==> src/rtl/core/lbf_pkg.sv <==
package lbf_pkg;

    // Default capacity of one line buffer, terminator slot included.
    localparam int LINE_BYTES_DEF = 64;

    typedef logic [7:0] byte_t;

    localparam byte_t CHAR_CR = 8'h0D;
    localparam byte_t CHAR_LF = 8'h0A;

endpackage

==> src/rtl/core/lbf_front.sv <==
module lbf_front #(
    parameter int LINE_BYTES = lbf_pkg::LINE_BYTES_DEF,
    parameter int IDX_W      = $clog2(LINE_BYTES)
) (
    input  logic                 clk,
    input  logic                 rst_n,
    input  logic                 in_valid,
    input  lbf_pkg::byte_t       in_data,
    output logic                 in_ready,
    input  logic                 q_full,
    output logic                 push,
    output logic                 push_bank,
    output logic [IDX_W-1:0]     push_count,
    output logic                 wr_en,
    output logic [IDX_W:0]       wr_addr,
    output lbf_pkg::byte_t       wr_data
);

    logic [IDX_W-1:0] fill_reg;
    logic [IDX_W-1:0] fill_next;
    logic             drop_reg;
    logic             drop_next;
    logic             bank_reg;
    logic             bank_next;
    logic             accept;

    // Every request waits while both line banks hold lines awaiting replay.
    assign in_ready = !q_full;
    assign accept   = in_valid && in_ready;

    assign push_bank  = bank_reg;
    assign push_count = fill_reg;
    assign wr_addr    = {bank_reg, fill_reg};
    assign wr_data    = in_data;

    always_comb
    begin
        fill_next = fill_reg;
        drop_next = drop_reg;
        bank_next = bank_reg;
        push      = 1'b0;
        wr_en     = 1'b0;
        if (accept)
        begin
            if (in_data == lbf_pkg::CHAR_CR)
            begin
                // Carriage returns are discarded.
            end
            else if (in_data == lbf_pkg::CHAR_LF)
            begin
                if (!drop_reg && (fill_reg != '0))
                begin
                    push      = 1'b1;
                    bank_next = !bank_reg;
                end
                fill_next = '0;
                drop_next = 1'b0;
            end
            else if (drop_reg)
            begin
                // Rest of an overlong line is discarded.
            end
            else if (fill_reg == IDX_W'(LINE_BYTES - 1))
            begin
                drop_next = 1'b1;
                fill_next = '0;
            end
            else
            begin
                wr_en     = 1'b1;
                fill_next = fill_reg + 1'b1;
            end
        end
    end

    always_ff @(posedge clk or negedge rst_n)
    begin
        if (!rst_n)
        begin
            fill_reg <= '0;
            drop_reg <= 1'b0;
            bank_reg <= 1'b0;
        end
        else
        begin
            fill_reg <= fill_next;
            drop_reg <= drop_next;
            bank_reg <= bank_next;
        end
    end

endmodule

==> src/rtl/core/lbf_cmd_fifo.sv <==
module lbf_cmd_fifo #(
    parameter int W = 7
) (
    input  logic         clk,
    input  logic         rst_n,
    input  logic         push,
    input  logic [W-1:0] push_data,
    input  logic         pop,
    output logic         full,
    output logic         not_empty,
    output logic [W-1:0] head
);

    logic [W-1:0] entry_reg [2];
    logic         wr_ptr_reg;
    logic         rd_ptr_reg;
    logic [1:0]   count_reg;

    assign full      = (count_reg == 2'd2);
    assign not_empty = (count_reg != 2'd0);
    assign head      = entry_reg[rd_ptr_reg];

    always_ff @(posedge clk)
    begin
        if (push)
        begin
            entry_reg[wr_ptr_reg] <= push_data;
        end
    end

    always_ff @(posedge clk or negedge rst_n)
    begin
        if (!rst_n)
        begin
            wr_ptr_reg <= 1'b0;
            rd_ptr_reg <= 1'b0;
            count_reg  <= 2'd0;
        end
        else
        begin
            if (push)
            begin
                wr_ptr_reg <= !wr_ptr_reg;
            end
            if (pop)
            begin
                rd_ptr_reg <= !rd_ptr_reg;
            end
            if (push && !pop)
            begin
                count_reg <= count_reg + 2'd1;
            end
            else if (pop && !push)
            begin
                count_reg <= count_reg - 2'd1;
            end
        end
    end

endmodule

==> src/rtl/core/lbf_back.sv <==
module lbf_back #(
    parameter int LINE_BYTES = lbf_pkg::LINE_BYTES_DEF,
    parameter int IDX_W      = $clog2(LINE_BYTES)
) (
    input  logic             clk,
    input  logic             rst_n,
    input  logic             q_valid,
    input  logic             q_bank,
    input  logic [IDX_W-1:0] q_count,
    output logic             q_pop,
    input  logic             wr_en,
    input  logic [IDX_W:0]   wr_addr,
    input  lbf_pkg::byte_t   wr_data,
    output logic             out_valid,
    input  logic             out_ready,
    output lbf_pkg::byte_t   out_data,
    output logic             out_last
);

    localparam int DEPTH = 2 * (1 << IDX_W);

    lbf_pkg::byte_t   mem [DEPTH];
    lbf_pkg::byte_t   rd_data_reg;
    logic             rd_valid_reg;
    logic             rd_last_reg;
    logic [IDX_W-1:0] idx_reg;
    logic             out_valid_reg;
    lbf_pkg::byte_t   out_data_reg;
    logic             out_last_reg;
    logic             rd_move;
    logic             issue;
    logic             is_last;

    assign rd_move = rd_valid_reg && (!out_valid_reg || out_ready);
    assign issue   = q_valid && (!rd_valid_reg || rd_move);
    assign is_last = (idx_reg == q_count - 1'b1);
    // The bank is released once its last byte has been read out.
    assign q_pop   = issue && is_last;

    assign out_valid = out_valid_reg;
    assign out_data  = out_data_reg;
    assign out_last  = out_last_reg;

    always_ff @(posedge clk)
    begin
        if (wr_en)
        begin
            mem[wr_addr] <= wr_data;
        end
        if (issue)
        begin
            rd_data_reg <= mem[{q_bank, idx_reg}];
            rd_last_reg <= is_last;
        end
        if (rd_move)
        begin
            out_data_reg <= rd_data_reg;
            out_last_reg <= rd_last_reg;
        end
    end

    always_ff @(posedge clk or negedge rst_n)
    begin
        if (!rst_n)
        begin
            rd_valid_reg  <= 1'b0;
            idx_reg       <= '0;
            out_valid_reg <= 1'b0;
        end
        else
        begin
            if (issue)
            begin
                rd_valid_reg <= 1'b1;
                idx_reg      <= is_last ? '0 : idx_reg + 1'b1;
            end
            else if (rd_move)
            begin
                rd_valid_reg <= 1'b0;
            end
            if (rd_move)
            begin
                out_valid_reg <= 1'b1;
            end
            else if (out_ready)
            begin
                out_valid_reg <= 1'b0;
            end
        end
    end

endmodule

==> src/rtl/core/newline_line_framer_unit.sv <==
// Channel    Direction  Payload                          Accepted when
// s_axis     in         tdata[7:0] in_byte               s_axis_tvalid && s_axis_tready
// m_axis     out        tdata[7:0] line_byte, tlast      m_axis_tvalid && m_axis_tready
//
// A finished line of N bytes is replayed at one byte per cycle while m_axis_tready
// stays high, through the read port of the line memory; its first byte passes a
// registered read stage and then an output register before it is offered.
// The memory holds two line banks, so the input stalls only while two finished
// lines are still waiting for replay. Reset clears only control state; the line
// memory needs no clearing pass, since only written entries are ever read.
module newline_line_framer_unit #(
    parameter int LINE_BYTES = lbf_pkg::LINE_BYTES_DEF
) (
    input  logic           clk,
    input  logic           rst_n,
    input  logic           s_axis_tvalid,
    output logic           s_axis_tready,
    input  lbf_pkg::byte_t s_axis_tdata,   // [7:0] in_byte
    output logic           m_axis_tvalid,
    input  logic           m_axis_tready,
    output lbf_pkg::byte_t m_axis_tdata,   // [7:0] line_byte
    output logic           m_axis_tlast    // line_last
);

    localparam int IDX_W = $clog2(LINE_BYTES);

    // Handoff between the front end and the replay engine: one request per
    // finished line, carrying its bank and its byte count.
    logic             push;
    logic             push_bank;
    logic [IDX_W-1:0] push_count;
    logic             q_full;
    logic             q_valid;
    logic             q_pop;
    logic [IDX_W:0]   q_head;
    logic             wr_en;
    logic [IDX_W:0]   wr_addr;
    lbf_pkg::byte_t   wr_data;

    // The front end classifies bytes, tracks fill level and drop mode, and
    // writes data bytes into the bank currently being assembled.
    lbf_front #(
        .LINE_BYTES(LINE_BYTES),
        .IDX_W     (IDX_W)
    ) u_front (
        .clk       (clk),
        .rst_n     (rst_n),
        .in_valid  (s_axis_tvalid),
        .in_data   (s_axis_tdata),
        .in_ready  (s_axis_tready),
        .q_full    (q_full),
        .push      (push),
        .push_bank (push_bank),
        .push_count(push_count),
        .wr_en     (wr_en),
        .wr_addr   (wr_addr),
        .wr_data   (wr_data)
    );

    // Two-entry queue, matching the two line banks.
    lbf_cmd_fifo #(
        .W(IDX_W + 1)
    ) u_fifo (
        .clk      (clk),
        .rst_n    (rst_n),
        .push     (push),
        .push_data({push_bank, push_count}),
        .pop      (q_pop),
        .full     (q_full),
        .not_empty(q_valid),
        .head     (q_head)
    );

    // The replay engine owns the line memory and streams lines out through a
    // registered read stage and an output register.
    lbf_back #(
        .LINE_BYTES(LINE_BYTES),
        .IDX_W     (IDX_W)
    ) u_back (
        .clk      (clk),
        .rst_n    (rst_n),
        .q_valid  (q_valid),
        .q_bank   (q_head[IDX_W]),
        .q_count  (q_head[IDX_W-1:0]),
        .q_pop    (q_pop),
        .wr_en    (wr_en),
        .wr_addr  (wr_addr),
        .wr_data  (wr_data),
        .out_valid(m_axis_tvalid),
        .out_ready(m_axis_tready),
        .out_data (m_axis_tdata),
        .out_last (m_axis_tlast)
    );

endmodule

==> config.mk <==
export PLATFORM = sky130hd
export DESIGN_NAME = newline_line_framer_unit
export DESIGN_NICKNAME = d
export VERILOG_FILES = /design/src/rtl/core/lbf_pkg.sv /design/src/rtl/core/lbf_front.sv /design/src/rtl/core/lbf_cmd_fifo.sv /design/src/rtl/core/lbf_back.sv /design/src/rtl/core/newline_line_framer_unit.sv
export SDC_FILE = /design/constraint.sdc
export NUM_CORES = 1
export LEC_CHECK = 0
export ABC_AREA = 0
export BUFFER_PORTS_ARGS = -buffer_cell sky130_fd_sc_hd__buf_2
export CORE_UTILIZATION = 55
export CTS_CLUSTER_SIZE = 14
export DETAILED_ROUTE_END_ITERATION = 8
export PLACE_DENSITY_LB_ADDON = 0.12
export SLEW_MARGIN = 20
export SYNTH_ARGS = -nofsm -noshare
export SYNTH_HDL_FRONTEND = slang
export SYNTH_SLANG_ARGS = --single-unit
export TNS_END_PERCENT = 100
==> constraint.sdc <==
create_clock -name clk -period 4.8 [get_ports clk]
set_clock_uncertainty 0.1 [all_clocks]
set_input_delay 0.24 -clock clk [delete_from_list [all_inputs] [get_ports clk]]
set_output_delay 0.24 -clock clk [all_outputs]
set_load 0.05 [all_outputs]
==> flow_summary.toml, run 1 <==
[outcome]
status = "completed"

[floorplan]
io_pins = 23
fp.dieW_um = 279.2
die_h_um = 279.2
core_area_sq_um = 75950
core.rowCount = 101
die_area_sq_um = 77940
initial_core_util_pct = 55.63

[timing]
period_share_pct = 82.90
holdWs_ps = 49.27
slew_headroom_pct = 25.40
drv_slew = 0
min_period_ps = 3979
hold_viol = 0
rsz0062_at_grt = "no"
fin_ws_ps = 821.0
max_clock_freq_mhz = 251.3
setup_viol = 0
fin_setup_tns_ps = 0
worst_pin_slew_ps = 1119

[clock_tree]
cts_tree = "built"
clockBufferDepth = 3
clock_latency_ps = 660
root_buffer = "clkbuf_16"
cts.repair.resized = 0
clock_sinks = 1076
cts_buffers = 107
h-tree-depth = 3
cts.reportedPaths.clkPinSlew_ps = 60

[detailed_routing]
postRouteAntennaNets = 0
vias_per_cell = 6.300
finalWirelength_mm = 95.83
drc_errors = 0
routedWlPerCell_um = 29.09
vias = 20751
drtPass1Iterations = 5
drtIter0Drc = 2517

[worst_setup_path]
criticalPathCategory = "reg2reg"
endpoint_kind = "flip-flop"
critPathMaxFanout = 16
required_ps = 4980
cp-start-kind = "flip-flop"
cp_data_arrival_time_ps = 4160

[synth]
ys_seq_area_share_pct = 76.23
synth_nets = 2120
yosysTopAreaCell = "edfxtp_1"
ys_ff_latch = 1076
synth_cells = 2103
async_reset_ff_share_pct = 1.859
yosysWarnings = 0
synth_edf_count = 1056
ys_dominant_reg_cell = "edfxtp_1"
synth_area_leaders = "edfxtp_1 75%, mux4_2 10%, mux2i_1 4.7%"
yosysMostFrequentCell = "edfxtp_1"
syn-cell-area_sq_um = 42250
synth_top_area_share_pct = 75.05
yosysUniqueCellTypes = 57
synthTopCellsByCount = "1,056 x edfxtp_1, 200 x mux2i_1, 191 x mux4_2"
synth_area_per_cell_sq_um = 20.09

[hold_path]
hold_class = "in2reg"

[grt]
grt_first_pass_wirelength_mm = 140.9
grt_use_total_pct = 25.09
grt_pass1_vias = 20691
grt_max_degree = 93
antenna_found_initial = 1
grt-ovfl-total = 0

[cells_and_area]
fill_cells = 5277
layout.nets = 2193
largest_reg_flops = 1024
fin_area_sq_um = 46950
stdcell_count = 3294
syn2layout_area_growth_pct = 11.12
drive_above_1_share_pct = 19.31

[flow_run]
timing.max_cap.violations = 0

[placement]
dpl-instance-area_sq_um = 43510
gp_congestion = 0.8514
portBuffers = 22
dp_cells = 3093
hpwl_mm = 58.00
dp_slack_ps = 839.1

[pwr]
p_leak_uw = 0.01487
power.density_nw_per_um2 = 549.8
ir_drop_mv = 0.3281
-- kinds of logic after synthesis --
family,synth area share (%)
mux,15.06
buf+inv,1.643
flops,76.23
compound gates,3.453
fa+ha+maj,0.1481
simple gates,3.130
xor+xnor,0.3317
-- area by class of cell --
cell class	count	area [sq um]	share of cell area, %
diodes	1	2.502	0.005330
clock buffers	129	2803	5.969
clock inverters	67	599.3	1.276
inverters	5	18.77	0.03997
multi-input cells	907	9360	19.94
flip-flops and latches	1076	32220	68.63
well taps	1030	1289	2.745
repair buffers	79	655.6	1.396
-- metrics by stage --
| step | util (%) | total power [uW] |
|---|---|---|
| 3_5_place_dp | 57.28 | 17890 |
| 4_1_cts | 61.82 | 25950 |
| 6_report | 61.82 | 25810 |
| 5_1_grt | 61.82 | 26700 |
| 2_1_floorplan | - | 15800 |
| 3_3_place_gp | 57.28 | 17830 |
-- critical path, cell delays in order, from the launching register on --
cell      delay, ps
dfrtp_1         550
ha_1            320
and4_4          210
a2111o_1        530
nor2_4          170
nand3_2         790
nor2_1          920
-- metal layers --
metal | wire, um | part of all wire, % | track usage (%)
met1 | 41440 | 43 | 37.61
met2 | 45620 | 48 | 38.71
met3 | 6797 | 7.1 | 4.067
met4 | 1964 | 2.0 | 6.734
met5 | 13 | 0.014 | 0
-- worst paths after layout --
kind                       slack [ps]             startpoint                  to  depth (start not counted)
max in group asynchronous        4120                  rst_n   u_back.idx_reg[1]                          2
min reg2reg                       350  u_back.rd_data_reg[7]  u_back.out_data[7]                          0
max                               820  u_front.push_count[0]  u_back.mem[100][6]                          6
max reg2reg                       820  u_front.push_count[0]  u_back.mem[100][6]                          6
min                                50        s_axis_tdata[3]    u_front.drop_reg                          3
min in group asynchronous          90                  rst_n   u_back.idx_reg[5]                          2
-- timing repair --
| action | CTS | global route |
|---|---|---|
| hold buffers | 4 | 0 |
| setup buffers | 0 | 0 |
| hold endpoints to repair | 59 | 0 |
-- cells in the final DEF (no fill, tap or decap), types with 5 or more instances in the layout --
cell type     n
edfxtp_1   1056
mux2i_1     200
mux4_2      191
nor2_1      151
clkbuf_16   109
buf_4        54
nand3_1      37
o21ai_0      35
o22ai_1      33
o221ai_1     33
a211oi_1     32
a21oi_1      31
a22oi_1      31
nand2_1      27
clkinv_1     27
clkinv_2     22
clkbuf_1     20
dfrtp_1      16
buf_2        14
bufinv_16    11
nand4_1      10
xor2_1        8
xnor2_1       8
and2_1        7
nor3_1        7
buf_12        7
nor2b_1       6
nand2b_1      5
inv_1         5
a21o_1        5
ha_1          5
-- where the power goes --
group | internal (uW) | total, uW | switching, uW | leakage (uW)
registers | 10700 | 11100 | 438 | 0.00974
clock network | 4720 | 8130 | 3400 | 0.00167
logic | 2670 | 6580 | 3910 | 0.00346
Power figures use the tool's default switching activity.
==> run 2, diff against run 1 <==
- clock period: 4.8 -> 4.02 ns (I/O delays scaled with it)
==> run 2 against run 1 <==
  * Flip-flop and latch count unchanged
  * First-iteration DRC count fell by 7.1%
  * Maximum frequency rose by 20%
  * Sequential power increased by 20%
  * Core utilization is 0.79 points higher
==> flow_summary.toml, run 2 (same netlist as run 1, synthesis figures left out) <==
[outcome]
status = "completed"

[worst_setup_path]
reg2reg_to = "u_back.rd_data_reg[4]"
crit_top_cell = "buf_12"
path_cells = "buf_12, buf_12, mux4_2, mux2i_1, a22oi_1, nand3_1, nand4_1"
cp_data_arrival_time_ps = 3600
r2r_slack_ps = 700
reg2reg_depth = 7
criticalPathCategory = "reg2reg"
cp.buffers_inverters = 2
reg2reg_from = "u_back.idx_reg[0]"
endpoint_kind = "flip-flop"
cpMaxStageDelayCell = "dfrtp_4"
cp-start-kind = "flip-flop"
critPathMaxFanout = 43
cp_top_family = "multiplexers"
slowest_delay_ps = 860
required_ps = 4300

[hold_path]
hold_end = "u_front.push_count[1]"
worstHoldStart = "s_axis_tdata[4]"
whs_path_depth = 4
hold_class = "in2reg"

[clock_tree]
cts_buffers = 104
clock_latency_ps = 660
clock_sinks = 1076
clockBufferDepth = 3
root_buffer = "clkbuf_16"
cts.repair.resized = 0
cts.reportedPaths.clkPinSlew_ps = 60
cts_tree = "built"
h-tree-depth = 3

[timing]
rsz0062_at_grt = "no"
slew_headroom_pct = 27.13
worst_pin_slew_ps = 1093
holdWs_ps = 80.73
setup_viol = 0
min_period_ps = 3318
drv_slew = 0
hold_viol = 0
fin_setup_tns_ps = 0
max_clock_freq_mhz = 301.4
period_share_pct = 82.53

[detailed_routing]
drtIter0Drc = 2339
finalWirelength_mm = 97.86
vias = 21014
vias_per_cell = 6.204
drtPass1Iterations = 6
routedWlPerCell_um = 28.89
postRouteAntennaNets = 0
drc_errors = 0

[grt]
grt_use_total_pct = 25.85
grt_first_pass_wirelength_mm = 145.5
grt_max_degree = 105
grt_pass1_vias = 21321
gr-max-usage-layer = "met2"
grt_use_met2_pct = 41.32
antenna_found_initial = 0
grt_use_met1_pct = 37.02
grt-ovfl-total = 0
met3_usage_pct = 4.293

[cells_and_area]
diodes = 0
syn2layout_area_growth_pct = 12.53
largest_reg_flops = 1024
drive_above_1_share_pct = 21.93
final_common_cell = "edfxtp_1"
layout.nets = 2296
final_cell_mix = "1,056 x edfxtp_1, 200 x mux2i_1, 191 x mux4_2"
fin_util_pct = 62.61
stdcell_count = 3387

[pwr]
total_power_uw = 30400
ir_drop_mv = 0.4269
p_leak_uw = 0.01531
power.density_nw_per_um2 = 639.3

[floorplan]
core_area_sq_um = 75950
io_pins = 23
die_h_um = 279.2
die_area_sq_um = 77940
core.rowCount = 101
initial_core_util_pct = 55.63
fp.dieW_um = 279.2

[placement]
gp_congestion = 0.8593
dp_cells = 3194
hpwl_mm = 60.15
portBuffers = 22

[flow_run]
timing.max_cap.violations = 0
-- run 2: cell types whose count changed in the layout (fill, tap and decap cells not counted), sizes merged --
cell and delta:
dlygate4sd3 +5, diode -1, inv +1, bufinv -8
clkinvlp -2, clkinv -13, buf +101, clkbuf +10
-- run 2: cell type report --
cell class / count / area (sq um)
Sequential cell: 1076 / 32220
Fill cell: 5210 / 28400
Multi-Input combinational cell: 907 / 9360
Clock buffer: 139 / 2818
Timing Repair Buffer: 185 / 1559
Tap cell: 1030 / 1289
Clock inverter: 45 / 281.5
Inverter: 5 / 18.77
-- run 2: worst reg2reg max path: stages (launching register included) --
cell     delay (ps)
dfrtp_4         860
buf_12          380
buf_12          270
mux4_2          540
mux2i_1         330
a22oi_1         160
nand3_1         270
nand4_1         140
-- run 2: report_power, final --
group          internal (uW)  total [uW]  switching, uW  leakage, uW
Sequential             12700       13300            532      0.00974
Clock                   5070        9010           3940      0.00151
Combinational           3330        8110           4780      0.00406
-- run 2: routing by layer --
metal  vias to the layer above  part of all wire (%)  routed length [um]
li1                       9027                     -                   -
met1                     11038                    42               41010
met2                       793                    49               47490
met3                       156                   6.9                6785
met4                         0                   2.6                2569
met5                         -                     0                   0
-- run 2: worst max-delay path by stage --
stage               cells after the start               endpoint                start
floorplan                               7      u_back.mem[80][0]  u_fifo.count_reg[0]
global placement                        6  u_back.rd_data_reg[4]    u_back.idx_reg[0]
detailed placement                      6  u_back.rd_data_reg[4]    u_back.idx_reg[0]
CTS                                     6  u_back.rd_data_reg[4]    u_back.idx_reg[0]
global route                            8  u_back.rd_data_reg[4]    u_back.idx_reg[2]
finish                                  7  u_back.rd_data_reg[4]    u_back.idx_reg[0]
-- run 2: stage by stage --
stage	instance area (sq um)	worst slack, ps
after floorplan	42250	1131
after global routing	47550	568.2
after CTS	47540	687.1
after detailed placement	44350	713.4
final	47550	702.4
after global placement	44350	697.0
-- run 2: timing repair --
action	CTS	global route
buffers inserted	0	0
endpoints found under the setup margin	0	0
endpoints found under the hold margin	81	0
hold buffers	9	0
